File: src/hw/rtl/rusi_mul.sv
// Pipelined unsigned multiplier, several lanes in step, one limb of b per stage.
// Carries an opaque sideband alongside. No package dependency.
module rusi_mul #(
  parameter int LANES = 1,
  parameter int AW    = 32,
  parameter int BW    = 32,
  parameter int LB    = 16,
  parameter int SW    = 1
) (
  input  logic                         clk,
  input  logic                         rst,
  input  logic                         en,
  input  logic                         in_valid,
  input  logic [LANES-1:0][AW-1:0]     a,
  input  logic [LANES-1:0][BW-1:0]     b,
  input  logic [SW-1:0]                in_side,
  output logic                         out_valid,
  output logic [LANES-1:0][AW+BW-1:0]  p,
  output logic [SW-1:0]                out_side
);

  localparam int NS = (BW + LB - 1) / LB;
  localparam int BP = NS * LB;
  localparam int PW = AW + BW;

  logic [NS-1:0]               vld, vld_next;
  logic [LANES-1:0][AW-1:0]    a_r [NS];
  logic [LANES-1:0][AW-1:0]    a_next [NS];
  logic [LANES-1:0][BP-1:0]    b_r [NS];
  logic [LANES-1:0][BP-1:0]    b_next [NS];
  logic [LANES-1:0][PW-1:0]    acc [NS];
  logic [LANES-1:0][PW-1:0]    acc_next [NS];
  logic [SW-1:0]               side_r [NS];
  logic [SW-1:0]               side_next [NS];

  // Each stage adds one limb's partial product into the running sum.
  always_comb begin
    logic [LANES-1:0][PW-1:0] acc_in;
    for (int s = 0; s < NS; s++) begin
      if (s == 0) begin
        vld_next[s]  = in_valid;
        side_next[s] = in_side;
        a_next[s]    = a;
        for (int l = 0; l < LANES; l++) begin
          b_next[s][l] = BP'(b[l]);
        end
        acc_in = '0;
      end else begin
        vld_next[s]  = vld[s-1];
        side_next[s] = side_r[s-1];
        a_next[s]    = a_r[s-1];
        b_next[s]    = b_r[s-1];
        acc_in       = acc[s-1];
      end
      for (int l = 0; l < LANES; l++) begin
        acc_next[s][l] = acc_in[l] +
                         ((PW'(a_next[s][l]) * PW'(b_next[s][l][s*LB +: LB])) << (s * LB));
      end
    end
  end

  // Valid bits.
  always_ff @(posedge clk) begin
    if (rst) begin
      vld <= '0;
    end else if (en) begin
      vld <= vld_next;
    end
  end

  // Stage data.
  always_ff @(posedge clk) begin
    if (en) begin
      a_r    <= a_next;
      b_r    <= b_next;
      acc    <= acc_next;
      side_r <= side_next;
    end
  end

  assign out_valid = vld[NS-1];
  assign p         = acc[NS-1];
  assign out_side  = side_r[NS-1];

endmodule

File: config.mk
export PLATFORM = sky130hd
export DESIGN_NAME = rusi_mul
export DESIGN_NICKNAME = d
export VERILOG_FILES = /design/src/hw/rtl/rusi_mul.sv
export SDC_FILE = /design/constraint.sdc
export NUM_CORES = 2
export LEC_CHECK = 0
export BUFFER_PORTS_ARGS = -buffer_cell sky130_fd_sc_hd__buf_2
export CELL_PAD_IN_SITES_DETAIL_PLACEMENT = 1
export CELL_PAD_IN_SITES_GLOBAL_PLACEMENT = 2
export CORE_AREA = 3 3 300 302
export CTS_CLUSTER_DIAMETER = 200
export DETAILED_ROUTE_END_ITERATION = 16
export DIE_AREA = 0 0 303 305
export GPL_ROUTABILITY_DRIVEN = 0
export PLACE_DENSITY_LB_ADDON = 0.1
export RECOVER_POWER = 25
export SETUP_SLACK_MARGIN = 0.3
export SYNTH_ARGS = -nofsm -noshare
export SYNTH_HDL_FRONTEND = slang
export SYNTH_SLANG_ARGS = --single-unit
File: constraint.sdc
create_clock -name clk -period 16.55 [get_ports clk]
set_clock_uncertainty 0.2 [all_clocks]
set_input_delay 1.655 -clock clk [delete_from_list [all_inputs] [get_ports clk]]
set_output_delay 1.655 -clock clk [all_outputs]
set_load 0.005 [all_outputs]
==> reports/qor.csv <==
stage,metric,value,unit
finish,multi-input logic area,29800,µm²
min_path,HP Class,register to register,
setup_path,CP max stage cell,sky130_fd_sc_hd__edfxtp_1,
yosys,fraction of registers with async set or reset after synthesis,0,
setup_path,Worst setup EP type,register,
sta,Hold Slack,0.225,ns
detailed_routing,routed length per placed instance,21.8,µm
finish,fill count,10200,
clock_tree,setup bufs post-CTS,0,
finish,core occupancy in the finished layout,0.466,
clock_tree,CTS max path bufs,2,
clock_tree,number of buffers added to fix hold violations after cts,0,
clock_tree,cell chosen for the clock root,sky130_fd_sc_hd__clkbuf_16,
finish,area growth from synthesis to layout,4.31,%
sta,normalized max-slew margin,-2.83,
finish,diode insertion count for antenna repair,0,
setup_path,CP Buf/Inv Count,5,
floorplanning,Initial Util,0.447,
clock_tree,insertion delay of the later-clocked pin in the worst-skew pair,0.50,ns
yosys,most frequently used flop master after synthesis,sky130_fd_sc_hd__edfxtp_1,
setup_path,worst endpoint required time,16.59,ns
sta,time the final worst path needs with I/O delays and setup,9.91,ns
detailed_routing,average vias per placed instance,5.24,
detailed_routing,via total after detailed routing,27900,
floorplanning,std cell rows,109,
setup_path,Reg2Reg Setup Slack,6.64,ns
sta,Pins Over Slew Limit,109,
yosys,"Warnings, synthesis",0,
finish,sequential standard cell area,4900,µm²
global_route,global-route congestion overflow total,0,
setup_path,family with the most delay on the worst path,adder cells,
finish,post-layout net count,5330,
yosys,mean area per synthesized cell,9.31,µm²
detailed_routing,count of routing violations after the opening detailed-route iteration,1353,
floorplanning,Top-Level Pins,135,
placement,Detail Placement HPWL,90.7,mm
clock_tree,H-tree level count,4,
floorplanning,overall die width,303,µm
global_route,GRT Overall Usage,0.264,
sta,setup repair after global routing missed its margin,false,
detailed_routing,number of search-and-repair iterations in the first detailed-routing pass,5,
global_route,number of antenna violations at the first check in global routing,10,
yosys,sequential share of the synthesized area,0.125,
sta,transition time of the tightest slew-check pin,5.74,ns
yosys,"area leader, netlist",sky130_fd_sc_hd__fa_1,
floorplanning,height of the die,305,µm
yosys,Post-Syn Instances,4220,
setup_path,crit path launch type,register,
yosys,Yosys top cell area share,0.427,
yosys,number of distinct library cell variants in the gate-level netlist after synthesis,79,
run,count of maximum capacitance violations,2,
placement,I/O Buffers,134,
clock_tree,number of clock buffers inserted by TritonCTS,17,
yosys,most numerous cell types in the synthesized netlist,"906 x sky130_fd_sc_hd__inv_1, 837 x sky130_fd_sc_hd__fa_1, 742 x sky130_fd_sc_hd__nand2_1, 357 x sky130_fd_sc_hd__and2_1, 274 x sky130_fd_sc_hd__ha_1",
sta,total count of hold-check failures in the final report,0,
yosys,cell types occupying the most area after synthesis,"sky130_fd_sc_hd__fa_1 43%, sky130_fd_sc_hd__edfxtp_1 12%, sky130_fd_sc_hd__ha_1 8.7%",
clock_tree,number of sinks handled by clock tree synthesis,164,
detailed_routing,total length of routed wires,116,mm
yosys,number of synthesized flops with an enable pin,162,
global_route,number of global-route vias before repair,31800,
detailed_routing,DRC viols,0,
clock_tree,clock input transition at the sequential cells of the worst setup and hold paths,0.08,ns
status,status,finished with violations,
yosys,most repeated cell in the gate-level netlist after synthesis,sky130_fd_sc_hd__inv_1,
sta,Tcrit/Tclk final,0.599,
setup_path,path type of the worst setup path,register to register,
setup_path,cell count of the worst reg-to-reg path,31,
finish,fraction of final layout cells with drive strength greater than 1,0.0411,
yosys,syn_nets,5400,
sta,final setup violation count,0,
yosys,register bit count reported by yosys,164,
status,violations in the final reports,"max-capacitance violations, max-slew violations",
floorplanning,core area,88000,µm²
sta,setup total negative slack,0,ns
global_route,maximum number of pins on one net before global-route repair,91,
global_route,wire length of the first global-routing pass,186,mm
setup_path,number of cells on the critical path,31,
yosys,cell area after synthesis,39300,µm²
setup_path,cell type with the highest occurrence count on the critical path,sky130_fd_sc_hd__fa_1,
setup_path,delay of the slowest cell on the worst path,1.18,ns
floorplanning,total die area,92400,µm²
min_path,number of cells on the worst hold path,0,
clock_tree,"Gates resized, CTS repair",0,
clock_tree,TritonCTS clock tree,done,
detailed_routing,Antenna Violating Nets Remaining,0,
sta,Max Fclk,101,MHz
setup_path,largest driver fanout on the critical path,32,
setup_path,arrival time of the worst setup path,9.95,ns
-- layer usage --
layer / track usage / part of all wire
met1: 0.369 / 0.45
met2: 0.452 / 0.49
met3: 0.0218 / 0.035
met4: 0.0495 / 0.016
met5: 0 / 0
-- cell type report --
cell class                 count  area share
multi-input combinational   2910       0.728
sequential                   164       0.120
inverter                     906      0.0830
tap                         1165      0.0356
timing repair buffer         151      0.0184
clock buffer                  17      0.0104
clock inverter                15     0.00492
-- placed cells by master (no fill, tap or decap), types with 19 or more instances in the layout --
cell	count
sky130_fd_sc_hd__nor3_1	24
sky130_fd_sc_hd__buf_2	100
sky130_fd_sc_hd__xor2_1	32
sky130_fd_sc_hd__xnor2_1	88
sky130_fd_sc_hd__inv_1	906
sky130_fd_sc_hd__nand4_1	19
sky130_fd_sc_hd__nor2_1	82
sky130_fd_sc_hd__a31oi_1	21
sky130_fd_sc_hd__o21ai_0	55
sky130_fd_sc_hd__nand3_1	29
sky130_fd_sc_hd__a21o_1	64
sky130_fd_sc_hd__ha_1	274
sky130_fd_sc_hd__edfxtp_1	162
sky130_fd_sc_hd__clkbuf_1	34
sky130_fd_sc_hd__a21oi_1	109
sky130_fd_sc_hd__nand2_1	742
sky130_fd_sc_hd__and2_1	355
sky130_fd_sc_hd__fa_1	837
-- kinds of logic (layout without fill, tap and decap cells) --
logic type,Yosys count,in the layout,synth area share
adders and majority gates,1111,1111,0.514
muxes,6,6,0.00153
AOI/OAI and AO/OA,355,355,0.0590
and+or+nand+nor,1317,1317,0.158
xor gates and xnor gates,121,121,0.0272
DFF,164,164,0.125
buffers and inverters,1146,1089,0.116
-- metrics by stage --
stage	std cells	instance area (µm²)	setup slack [ns]
final	5328	41000	6.64
after global routing	5328	41000	6.01
after CTS	5328	41000	6.60
after detailed placement	5296	40400	6.67
after global placement	5296	40400	6.75
after floorplan	4220	39300	8.31
-- state kept, by name (all words and copies together), names as in the netlist --
register   count
p             64
acc           48
a_next        32
vld            2
side_next      1
b_next        16
out_side       1
-- final timing paths --
path | from | end
min reg2reg | acc[66]$_DFFE_PP_ | p[2]$_DFFE_PP_
max reg2reg | b_next[21]$_DFFE_PP_ | p[62]$_DFFE_PP_
max | b_next[21]$_DFFE_PP_ | p[62]$_DFFE_PP_
min | acc[66]$_DFFE_PP_ | p[2]$_DFFE_PP_
Power is not shown: default switching activity piles up to over one toggle a cycle in this logic, so the estimate is an artifact.
